## config.mk

```make
export PLATFORM = sky130hd
export DESIGN_NAME = calculator_expression_lexer_core
export DESIGN_NICKNAME = d
export VERILOG_FILES = /design/src/hw/rtl/cel_pkg.sv /design/src/hw/rtl/cel_scanner.sv /design/src/hw/rtl/cel_token_queue.sv /design/src/hw/rtl/calculator_expression_lexer_core.sv
export SDC_FILE = /design/constraint.sdc
export NUM_CORES = 1
export LEC_CHECK = 0
export CAP_MARGIN = 10
export CORE_MARGIN = 1.5
export CORE_UTILIZATION = 55
export DETAILED_ROUTE_END_ITERATION = 12
export DONT_BUFFER_PORTS = 1
export PLACE_DENSITY_LB_ADDON = 0.3
export SYNTH_ARGS = -nofsm -noshare
export SYNTH_HDL_FRONTEND = slang
export SYNTH_SLANG_ARGS = --single-unit
```

## constraint.sdc

```tcl
create_clock -name clk -period 6.5 [get_ports clk]
set_input_delay 0.325 -clock clk [delete_from_list [all_inputs] [get_ports clk]]
set_output_delay 0.325 -clock clk [all_outputs]
set_load 0.02 [all_outputs]
```

## src/hw/rtl/cel_pkg.sv

```systemverilog
`timescale 1ns / 1ps

package cel_pkg;

    localparam int POSITION_BITS_DEFAULT = 16;
    localparam int FIELD_BITS            = 16;
    localparam int KIND_BITS             = 5;
    localparam int MAX_TOKENS            = 3;
    localparam int QUEUE_DEPTH           = 4;
    localparam int QUEUE_PTR_BITS        = $clog2(QUEUE_DEPTH);
    localparam int QUEUE_CNT_BITS        = $clog2(QUEUE_DEPTH + 1);
    localparam int TDATA_BITS            = 56;

    localparam logic [KIND_BITS-1:0] KIND_LPAREN = 5'd0;
    localparam logic [KIND_BITS-1:0] KIND_RPAREN = 5'd1;
    localparam logic [KIND_BITS-1:0] KIND_LBRACE = 5'd2;
    localparam logic [KIND_BITS-1:0] KIND_RBRACE = 5'd3;
    localparam logic [KIND_BITS-1:0] KIND_SEMI   = 5'd4;
    localparam logic [KIND_BITS-1:0] KIND_COMMA  = 5'd5;
    localparam logic [KIND_BITS-1:0] KIND_DOT    = 5'd6;
    localparam logic [KIND_BITS-1:0] KIND_MINUS  = 5'd7;
    localparam logic [KIND_BITS-1:0] KIND_PLUS   = 5'd8;
    localparam logic [KIND_BITS-1:0] KIND_SLASH  = 5'd9;
    localparam logic [KIND_BITS-1:0] KIND_STAR   = 5'd10;
    localparam logic [KIND_BITS-1:0] KIND_CARET  = 5'd11;
    localparam logic [KIND_BITS-1:0] KIND_NUMBER = 5'd12;
    localparam logic [KIND_BITS-1:0] KIND_IDENT  = 5'd13;
    localparam logic [KIND_BITS-1:0] KIND_INT    = 5'd14;
    localparam logic [KIND_BITS-1:0] KIND_SIN    = 5'd15;
    localparam logic [KIND_BITS-1:0] KIND_COS    = 5'd16;
    localparam logic [KIND_BITS-1:0] KIND_COSEC  = 5'd17;
    localparam logic [KIND_BITS-1:0] KIND_TAN    = 5'd18;
    localparam logic [KIND_BITS-1:0] KIND_ERROR  = 5'd19;
    localparam logic [KIND_BITS-1:0] KIND_EOF    = 5'd20;

    typedef struct packed {
        logic [KIND_BITS-1:0]  kind;
        logic [FIELD_BITS-1:0] start;
        logic [FIELD_BITS-1:0] length;
        logic [FIELD_BITS-1:0] line;
        logic                  last;
    } token_t;

    // Tokens released by one input byte, in emission order, with how many are valid.
    typedef struct packed {
        logic [1:0]                 count;
        token_t [MAX_TOKENS-1:0]    tok;
    } token_burst_t;

endpackage

```

## src/hw/rtl/cel_scanner.sv

```systemverilog
`timescale 1ns / 1ps

module cel_scanner #(
    parameter int POSITION_BITS = cel_pkg::POSITION_BITS_DEFAULT
) (
    input  logic                  clk,
    input  logic                  rst_n,
    input  logic                  take,
    input  logic [7:0]            char_code,
    input  logic                  end_of_text,
    output cel_pkg::token_burst_t burst
);

    localparam int PB = POSITION_BITS;
    localparam int CW = (PB > cel_pkg::FIELD_BITS) ? PB : cel_pkg::FIELD_BITS;
    localparam logic [PB-1:0] POS_MAX = {PB{1'b1}};

    typedef enum logic [2:0] {
        MODE_IDLE,
        MODE_IDENT,
        MODE_INT,
        MODE_DOT,
        MODE_FRAC,
        MODE_SLASH,
        MODE_COMMENT
    } mode_t;

    mode_t                           mode_reg, mode_next;
    logic [PB-1:0]                   begin_reg, begin_next;
    logic [PB-1:0]                   pos_reg, pos_next;
    logic [cel_pkg::FIELD_BITS-1:0]  line_reg, line_next;
    logic [39:0]                     lead_reg, lead_next;
    logic [2:0]                      cnt_reg, cnt_next;

    cel_pkg::token_t f0, f1, st_tok, s_tok;
    logic            fv0, fv1, st_v, sv;
    mode_t           st_mode;
    logic            st_newline, st_ident, st_mark;
    logic            do_start, flush_en;
    logic [1:0]      n_tok;

    function automatic logic is_alpha(input logic [7:0] c);
        return (c >= "a" && c <= "z") || (c >= "A" && c <= "Z") || c == "_";
    endfunction

    function automatic logic is_digit(input logic [7:0] c);
        return c >= "0" && c <= "9";
    endfunction

    function automatic logic [cel_pkg::FIELD_BITS-1:0] clamp16(input logic [PB-1:0] v);
        logic [CW-1:0] ext;
        ext = CW'(v);
        if (ext > CW'(16'hFFFF))
            return 16'hFFFF;
        return ext[cel_pkg::FIELD_BITS-1:0];
    endfunction

    function automatic logic [PB-1:0] span(input logic [PB-1:0] from, input logic [PB-1:0] to);
        return (to > from) ? (to - from) : '0;
    endfunction

    function automatic cel_pkg::token_t make_tok(input logic [cel_pkg::KIND_BITS-1:0] kind,
                                                 input logic [PB-1:0] start,
                                                 input logic [PB-1:0] len,
                                                 input logic [cel_pkg::FIELD_BITS-1:0] line);
        cel_pkg::token_t t;
        t.kind   = kind;
        t.start  = clamp16(start);
        t.length = clamp16(len);
        t.line   = line;
        t.last   = 1'b0;
        return t;
    endfunction

    function automatic logic [cel_pkg::KIND_BITS-1:0] ident_kind(input logic [39:0] lead,
                                                                 input logic [2:0] cnt);
        if (cnt == 3'd3 && lead[23:0] == {"t", "n", "i"})
            return cel_pkg::KIND_INT;
        if (cnt == 3'd3 && lead[23:0] == {"n", "i", "s"})
            return cel_pkg::KIND_SIN;
        if (cnt == 3'd3 && lead[23:0] == {"s", "o", "c"})
            return cel_pkg::KIND_COS;
        if (cnt == 3'd5 && lead == {"c", "e", "s", "o", "c"})
            return cel_pkg::KIND_COSEC;
        if (cnt == 3'd3 && lead[23:0] == {"n", "a", "t"})
            return cel_pkg::KIND_TAN;
        return cel_pkg::KIND_IDENT;
    endfunction

    // Whatever token the current mode holds, as if flushed at the current offset.
    always_comb
    begin
        f0  = make_tok(cel_pkg::KIND_NUMBER, begin_reg, span(begin_reg, pos_reg), line_reg);
        f1  = make_tok(cel_pkg::KIND_DOT, pos_reg - PB'(1), PB'(1), line_reg);
        fv0 = 1'b0;
        fv1 = 1'b0;
        unique case (mode_reg)
            MODE_IDENT:
            begin
                f0 = make_tok(ident_kind(lead_reg, cnt_reg), begin_reg,
                              span(begin_reg, pos_reg), line_reg);
                fv0 = 1'b1;
            end
            MODE_INT, MODE_FRAC:
            begin
                fv0 = 1'b1;
            end
            MODE_DOT:
            begin
                // The held dot belongs after the number, one byte before here.
                f0 = make_tok(cel_pkg::KIND_NUMBER, begin_reg,
                              span(begin_reg, pos_reg - PB'(1)), line_reg);
                fv0 = 1'b1;
                fv1 = 1'b1;
            end
            MODE_SLASH:
            begin
                f0  = make_tok(cel_pkg::KIND_SLASH, begin_reg, PB'(1), line_reg);
                fv0 = 1'b1;
            end
            default:
            begin
                fv0 = 1'b0;
            end
        endcase
    end

    // Outcome of starting afresh on the incoming byte.
    always_comb
    begin
        st_mode    = MODE_IDLE;
        st_newline = 1'b0;
        st_ident   = 1'b0;
        st_mark    = 1'b0;
        st_v       = 1'b0;
        st_tok     = make_tok(cel_pkg::KIND_ERROR, pos_reg, PB'(1), line_reg);
        if (char_code == " " || char_code == "\r" || char_code == "\t")
        begin
            st_mode = MODE_IDLE;
        end
        else if (char_code == "\n")
        begin
            st_newline = 1'b1;
        end
        else if (is_alpha(char_code))
        begin
            st_mode  = MODE_IDENT;
            st_ident = 1'b1;
            st_mark  = 1'b1;
        end
        else if (is_digit(char_code))
        begin
            st_mode = MODE_INT;
            st_mark = 1'b1;
        end
        else if (char_code == "/")
        begin
            st_mode = MODE_SLASH;
            st_mark = 1'b1;
        end
        else
        begin
            st_v = 1'b1;
            unique case (char_code)
                "(":     st_tok.kind = cel_pkg::KIND_LPAREN;
                ")":     st_tok.kind = cel_pkg::KIND_RPAREN;
                "{":     st_tok.kind = cel_pkg::KIND_LBRACE;
                "}":     st_tok.kind = cel_pkg::KIND_RBRACE;
                ";":     st_tok.kind = cel_pkg::KIND_SEMI;
                ",":     st_tok.kind = cel_pkg::KIND_COMMA;
                ".":     st_tok.kind = cel_pkg::KIND_DOT;
                "-":     st_tok.kind = cel_pkg::KIND_MINUS;
                "+":     st_tok.kind = cel_pkg::KIND_PLUS;
                "*":     st_tok.kind = cel_pkg::KIND_STAR;
                "^":     st_tok.kind = cel_pkg::KIND_CARET;
                default: st_tok.kind = cel_pkg::KIND_ERROR;
            endcase
        end
    end

    always_comb
    begin
        mode_next  = mode_reg;
        begin_next = begin_reg;
        pos_next   = pos_reg;
        line_next  = line_reg;
        lead_next  = lead_reg;
        cnt_next   = cnt_reg;
        do_start   = 1'b0;
        flush_en   = 1'b0;
        sv         = 1'b0;
        s_tok      = st_tok;

        if (take)
        begin
            if (end_of_text)
            begin
                flush_en   = 1'b1;
                sv         = 1'b1;
                s_tok      = make_tok(cel_pkg::KIND_EOF, pos_reg, '0, line_reg);
                mode_next  = MODE_IDLE;
                begin_next = '0;
                pos_next   = '0;
                line_next  = 16'd1;
                lead_next  = '0;
                cnt_next   = '0;
            end
            else
            begin
                unique case (mode_reg)
                    MODE_IDENT:
                    begin
                        if (is_alpha(char_code) || is_digit(char_code))
                        begin
                            for (int i = 0; i < 5; i++)
                                if (cnt_reg == 3'(i))
                                    lead_next[8*i +: 8] = char_code;
                            if (cnt_reg < 3'd6)
                                cnt_next = cnt_reg + 3'd1;
                        end
                        else
                            do_start = 1'b1;
                    end
                    MODE_INT:
                    begin
                        if (char_code == ".")
                            mode_next = MODE_DOT;
                        else if (!is_digit(char_code))
                            do_start = 1'b1;
                    end
                    MODE_DOT:
                    begin
                        if (is_digit(char_code))
                            mode_next = MODE_FRAC;
                        else
                            do_start = 1'b1;
                    end
                    MODE_FRAC:
                    begin
                        if (!is_digit(char_code))
                            do_start = 1'b1;
                    end
                    MODE_SLASH:
                    begin
                        if (char_code == "/")
                            mode_next = MODE_COMMENT;
                        else
                            do_start = 1'b1;
                    end
                    MODE_COMMENT:
                    begin
                        if (char_code == "\n")
                            do_start = 1'b1;
                    end
                    default:
                    begin
                        do_start = 1'b1;
                    end
                endcase

                if (do_start)
                begin
                    flush_en  = 1'b1;
                    sv        = st_v;
                    mode_next = st_mode;
                    if (st_mark)
                        begin_next = pos_reg;
                    if (st_ident)
                    begin
                        lead_next = {32'd0, char_code};
                        cnt_next  = 3'd1;
                    end
                    if (st_newline && line_reg != 16'hFFFF)
                        line_next = line_reg + 16'd1;
                end

                if (pos_reg != POS_MAX)
                    pos_next = pos_reg + PB'(1);
            end
        end
    end

    // Pack flushed tokens first, then the token of the new byte.
    always_comb
    begin
        logic ev0, ev1;
        ev0   = flush_en && fv0;
        ev1   = flush_en && fv1;
        n_tok = 2'(ev0) + 2'(ev1) + 2'(sv);
        burst.count  = n_tok;
        burst.tok[0] = ev0 ? f0 : s_tok;
        burst.tok[1] = ev1 ? f1 : s_tok;
        burst.tok[2] = s_tok;
        for (int i = 0; i < cel_pkg::MAX_TOKENS; i++)
            burst.tok[i].last = (n_tok == 2'(i + 1));
    end

    always_ff @(posedge clk or negedge rst_n)
    begin
        if (!rst_n)
        begin
            mode_reg  <= MODE_IDLE;
            begin_reg <= '0;
            pos_reg   <= '0;
            line_reg  <= 16'd1;
            lead_reg  <= '0;
            cnt_reg   <= '0;
        end
        else
        begin
            mode_reg  <= mode_next;
            begin_reg <= begin_next;
            pos_reg   <= pos_next;
            line_reg  <= line_next;
            lead_reg  <= lead_next;
            cnt_reg   <= cnt_next;
        end
    end

endmodule

```

## src/hw/rtl/cel_token_queue.sv

```systemverilog
`timescale 1ns / 1ps

module cel_token_queue (
    input  logic                  clk,
    input  logic                  rst_n,
    input  logic                  push,
    input  cel_pkg::token_burst_t burst,
    output logic                  room,
    output logic                  valid,
    input  logic                  ready,
    output cel_pkg::token_t       head
);

    localparam int PW = cel_pkg::QUEUE_PTR_BITS;
    localparam int CW = cel_pkg::QUEUE_CNT_BITS;

    cel_pkg::token_t entry_reg [cel_pkg::QUEUE_DEPTH];
    logic [PW-1:0]   wr_reg, wr_next;
    logic [PW-1:0]   rd_reg, rd_next;
    logic [CW-1:0]   cnt_reg, cnt_next;
    logic            pop;
    logic [1:0]      n_push;

    // A request is taken only when a full burst of tokens is sure to fit.
    assign room   = cnt_reg <= CW'(cel_pkg::QUEUE_DEPTH - cel_pkg::MAX_TOKENS);
    assign valid  = cnt_reg != '0;
    assign head   = entry_reg[rd_reg];
    assign pop    = valid && ready;
    assign n_push = push ? burst.count : 2'd0;

    always_comb
    begin
        wr_next  = wr_reg + PW'(n_push);
        rd_next  = pop ? rd_reg + PW'(1) : rd_reg;
        cnt_next = cnt_reg + CW'(n_push) - CW'(pop);
    end

    always_ff @(posedge clk or negedge rst_n)
    begin
        if (!rst_n)
        begin
            wr_reg  <= '0;
            rd_reg  <= '0;
            cnt_reg <= '0;
        end
        else
        begin
            wr_reg  <= wr_next;
            rd_reg  <= rd_next;
            cnt_reg <= cnt_next;
        end
    end

    always_ff @(posedge clk)
    begin
        for (int i = 0; i < cel_pkg::MAX_TOKENS; i++)
            if (2'(i) < n_push)
                entry_reg[wr_reg + PW'(i)] <= burst.tok[i];
    end

endmodule

```

## src/hw/rtl/calculator_expression_lexer_core.sv

```systemverilog
`timescale 1ns / 1ps
// Channel   Direction  Payload
// s_*       in         tdata[7:0] source byte, tlast end of text
// m_*       out        tdata token fields, tlast final token of a source byte
//
// One source byte is taken per cycle while s_tready is high; its tokens (none
// to three) are written to a four-entry token queue at the accepting edge and
// leave it one per cycle while m_tready is high, behind any tokens queued before.
// A byte is taken while the queue holds at most one token, so a byte that
// releases two or three tokens stalls the input until no more than one token
// is left queued.
// Reset empties the queue and returns the scanner to line 1, offset 0.
// End of text flushes the pending token, emits eof and rewinds the scanner.

module calculator_expression_lexer_core #(
    parameter int POSITION_BITS = cel_pkg::POSITION_BITS_DEFAULT
) (
    input  logic                           clk,
    input  logic                           rst_n,
    input  logic                           s_tvalid,
    output logic                           s_tready,
    input  logic [7:0]                     s_tdata,  // [7:0] char_code
    input  logic                           s_tlast,
    output logic                           m_tvalid,
    input  logic                           m_tready,
    // [4:0] token_kind, [20:5] token_start, [36:21] token_length,
    // [52:37] token_line, [55:53] zero
    output logic [cel_pkg::TDATA_BITS-1:0] m_tdata,
    output logic                           m_tlast
);

    cel_pkg::token_burst_t burst;
    cel_pkg::token_t       head;
    logic                  take;

    assign take = s_tvalid && s_tready;

    cel_scanner #(
        .POSITION_BITS (POSITION_BITS)
    ) u_scanner (
        .clk         (clk),
        .rst_n       (rst_n),
        .take        (take),
        .char_code   (s_tdata),
        .end_of_text (s_tlast),
        .burst       (burst)
    );

    cel_token_queue u_queue (
        .clk   (clk),
        .rst_n (rst_n),
        .push  (take),
        .burst (burst),
        .room  (s_tready),
        .valid (m_tvalid),
        .ready (m_tready),
        .head  (head)
    );

    assign m_tdata = {3'b000, head.line, head.length, head.start, head.kind};
    assign m_tlast = head.last;

endmodule
```

; ---- After elaboration in Yosys (flattened, before gate mapping)
; Memory sizes are Yosys's and may differ from the RTL's.
; Index checks and enable logic that the tools add are counted.
[word_totals]
reg_bits = 101
ram_bits = 216
inputBits = 13
output_inout_bits = 59
wordCells = 256
mem_count = 1
[mem_list]
columns = memory, depth, width, read_ports, rd_ports_with_merged_regs, wr, line_no
row1 = u_queue.entry_reg, 4, 54, 1, 0, 3, cel_token_queue.sv:17  ; cel_pkg::token_t entry_reg [cel_pkg::QUEUE_DEPTH];
[op_classes]
n_addsub = 14
n_lt_le_gt_ge = 18
eq_ne = 41
muxes = 142
n_reduce_logical = 31
[ops]
columns = cell, count
row1 = $mux W16, 25
row2 = $mux W54, 4
row3 = $mux W40, 5
row4 = $pmux W54 S3, 1
row5 = $eq A24 B23 Y1 const B, 4
row6 = $eq A8 B6 Y1 const B, 10
row7 = $gt A16 B16 Y1 const B, 5
row8 = $mux W5, 16
row9 = $mux W1, 66
row10 = $pmux W5 S11, 1
row11 = $mux W3, 16
row12 = $eq A40 B39 Y1 const B, 1
row13 = $eq A8 B7 Y1 const B, 5
row14 = $mux W8, 5
row15 = $add A16 B1 Y16 const B, 2
row16 = $gt A16 B16 Y1, 2
row17 = $ne A16 B16 Y1 const B, 2
row18 = $sub A16 B16 Y16, 2
row19 = $eq A8 B4 Y1 const B, 2
row20 = $ge A8 B7 Y1 const B, 2
row21 = $le A8 B7 Y1 const B, 2
row22 = $sub A16 B1 Y16 const B, 1
row23 = $eq A3 B3 Y1 const B, 5
row24 = $logic_and A1 B1 Y1, 13
row25 = 32 further kinds, 49

; ---- Depth between registers and ports, before layout
[logic_depth]
word_depth = 25
ltp_mapped = 19
ltp_nobuf = 16

; ---- Cells and area by module
; Synthesis repeated with hierarchy kept, for this count alone.
[unflattened]
cells_unflattened = 1792
area_unflattened_um2 = 21917.3
[by_module_without_submodules]
columns = module, instances, cells_each, area_each_um2
row1 = cel_token_queue, 1, 815, 13724.4
row2 = cel_scanner, 1, 972, 8160.3
row3 = calculator_expression_lexer_core, 1, 5, 32.5

; ---- Worst setup path before layout
; Ideal clock, no wire load.
[synth_path]
path_type = reg2reg
startpoint = register u_scanner.mode_reg[0]
endpoint = memory u_queue.entry_reg[1][0] in the netlist's numbering, enable pin
setup_ns = 0.434
arrival_time_ns = 4.434
setup_slack_ns = 1.632
stages_incl_launch_ff = 19
path_buffers = 6
synth_period_minus_slack_ns = 4.868
cell_sequence = dfrtp_1 clkbuf_1 or3b_2 nor4_2 o32ai_2 a2111oi_4 or3_1 buf_4 inv_2 buf_6 buf_2 fa_1 nand2_1 nor2_1 and2_1 clkbuf_1 nor3_1 clkbuf_1 inv_1
[synth_lines]
columns = item, line_no
row1 = start: declaration, cel_scanner.sv:28  ; mode_t mode_reg, mode_next;
row2 = start signal: assignment, cel_scanner.sv:311  ; mode_reg <= mode_next;
row3 = end: declaration, cel_token_queue.sv:17

==> flow_metrics.tcl <==
set metrics [dict create \
    stdcell_area_sq_um 19520 \
    area_growth_pct 9.505 \
    max_cap_viol_count 0 \
    m1WireLength_um 21640 \
    synth-edff-count 156 \
    cts_sinks 317 \
    syn_area_sq_um 17820 \
    slew_viol_final 0 \
    slew_headroom_pct 32.93 \
    max_stage_delay_ps 730 \
    place_area_sq_um 18220 \
    syn_area_per_cell_sq_um 10.36 \
    core.rowCount 65 \
    final_hold_viol_count 0 \
    ys_seq_area_share_pct 47.21 \
    ys.flop_type "edfxtp_1" \
    async_flop_share_pct 31.86 \
    cts.path.max_buffers 3 \
    root_buffer "clkbuf_16" \
    cts_inserted_buffers 36 \
    viasPerCell 6.803 \
    path_max_fanout 29 \
    routed-wl-met3_um 6065 \
    ant_nets 0 \
    status "complete, no violations" \
    initial_core_util_pct 56.19 \
    max-vdd-ir-drop_v 0.0002423 \
    die_x_um 183.0 \
    grt_start_max_net_pins 102 \
    min_period_ps 5760 \
    fill_cells 2535 \
    crit_chain "and2b_1 > a21oi_1 > o32ai_2 > a2111oi_4 > or3_1 > buf_4 > inv_2 > fa_1 > o21ai_0 > nor2_1 > buf_4 > nor3_2 > clkinv_1 > buf_12" \
    grt.total_usage_pct 31.37 \
    met2WireLength_um 23170 \
    p_leak_nw 7.032 \
    p_per_area_nw_per_um2 383.6 \
    holdPathStages 2 \
    dr.max_layer_used "met5" \
    final_common_cell "edfxtp_1" \
    crit_arrival_ps 6030 \
    cpMostUsedCell "buf_4" \
    cp_slowest_cell "fa_1" \
    skew_ps 24.31 \
    post_drt_wl_per_cell_um 24.72 \
    wirelength_um 52350 \
    io_pins 72 \
    drive_above_1_share_pct 10.72 \
    setup_viol 0 \
    dieArea_sq_um 33490 \
    post-cts-setup-buffers 0 \
    cp-end-kind "flip-flop" \
    regArea_sq_um 8419 \
    initialDrtViolationCount 1928 \
    worstSetupStartpointType "flip-flop" \
    overflow 0 \
    gp_congestion 1.045 \
    diodes 0 \
    ys.warnings.count 0 \
    max_freq_mhz 173.6 \
    largest_reg_flops 216 \
    clkTransAtPathRegs_ps 60 \
    core_area_sq_um 31720 \
    drc 0 \
    first_global_vias 13640 \
    multiInputGateArea_sq_um 8767 \
    hpwl_um 35620 \
    min_path_type "input port to flip-flop" \
    path_class "flip-flop to flip-flop" \
    postSynthCellCount 1720 \
    grt_pass1_wl_um 80790 \
    die_h_um 183.0 \
    final_cell_mix "edfxtp_1 (156), nand2_1 (155), nor2_1 (137), o21ai_0 (107), dfrtp_1 (98)" \
    cp_data_required_time_ps 6770 \
    antenna_found_initial 1 \
    cts_tree "yes" \
    ff2ff_path_depth 14 \
    htree_levels 2 \
    clock_latency_ps 540 \
    ctsHoldBuffers 10 \
    tns_ps 0 \
    fin_crit_sh_pct 88.62 \
    first_pass_iters 8 \
    rsz0062_at_grt "false" \
    ys_types 89 \
    finalNetCount 1750 \
    io_buffers 0 \
    post_cts_resized 0 \
    via_count 14410 \
    worstMarginPinSlew_ps 1003 \
    ys_ff_latch 317 \
]
[critical path: cells and delay by family (launching register included)]
kind | cells | cell delay, ps
buffers and inverters | 5 | 2060
AOI/OAI and AO/OA | 4 | 1220
and+or+nand+nor | 4 | 1000
adders and majority gates | 1 | 730
DFF | 1 | 440
[logic make-up (layout without fill, tap and decap cells)]
group	after synthesis	count (layout)	share of synthesized area [%]
simple gates	568	568	16.20
compound gates	472	472	17.97
flops	317	317	47.21
buf+inv	173	167	3.833
xor+xnor	75	75	3.686
mux	67	67	7.610
fa+ha+maj	47	47	3.468
other cells	1	3	0.02104
[cell usage after synthesis, drive strengths merged (41+ instances only)]
| master | count | area, sq um |
|---|---|---|
| a21oi | 65 | 325.3 |
| o21ai | 145 | 725.7 |
| inv | 54 | 202.7 |
| edfxtp | 156 | 4684 |
| mux4 | 54 | 1216 |
| a22oi | 41 | 307.8 |
| nor2 | 138 | 518.0 |
| clkbuf | 95 | 356.6 |
| dfrtp | 100 | 2502 |
| ha | 43 | 538.0 |
| dfxtp | 60 | 1201 |
| a22o | 52 | 455.4 |
| nor2b | 82 | 513.0 |
| nand2 | 155 | 581.8 |
[stage by stage]
stage,hold WS [ps],total power (W),utilization [%],setup slack [ps],cells
after floorplan,29.41,0.004663,-,1632,1722
after global placement,35.56,0.005346,57.44,1106,2044
after detailed placement,35.38,0.005389,57.44,899.4,2044
after CTS,86.00,0.007430,61.53,857.6,2118
after global routing,102.6,0.007822,61.53,476.4,2118
final,95.18,0.007488,61.53,739.7,2118
[final cells by class]
cell class / instances / share of cell area [%]
Multi-Input combinational cell: 1232 / 44.92
Sequential cell: 317 / 43.14
Clock buffer: 53 / 5.577
Tap cell: 402 / 2.577
Timing Repair Buffer: 48 / 2.257
Inverter: 55 / 1.058
Clock inverter: 11 / 0.4744
[routing by layer]
metal	up-vias	track usage (%)
li1	6388	-
met1	6992	45.39
met2	901	46.87
met3	126	7.625
met4	2	9.279
met5	-	0
[worst paths after layout]
path | startpoint | to | slack [ps]
worst max register to register | u_scanner.mode_reg[1]$_DFFE_PN0P_ | u_queue.entry_reg[1][53]$_DFFE_PP_ | 740
worst max-delay path | u_scanner.mode_reg[1]$_DFFE_PN0P_ | u_queue.entry_reg[1][53]$_DFFE_PP_ | 740
worst min-delay path | s_tlast | u_scanner.mode_reg[1]$_DFFE_PN0P_ | 100
min in group asynchronous | rst_n | u_scanner.line_reg[5]$_DFFE_PN0P_ | 460
max in group asynchronous | rst_n | u_scanner.lead_reg[33]$_DFFE_PN0P_ | 5640
worst min register to register | u_queue.entry_reg[3][19]$_SDFFE_PP0N_ | u_queue.entry_reg[3][19]$_SDFFE_PP0N_ | 450
[where the power goes]
group          switching (W)  internal, W  leakage (nW)
sequential          0.000262      0.00223          3.13
combinational        0.00181      0.00116          3.32
clock               0.000851      0.00117         0.576
No activity file was read; power rests on OpenSTA's default activity.
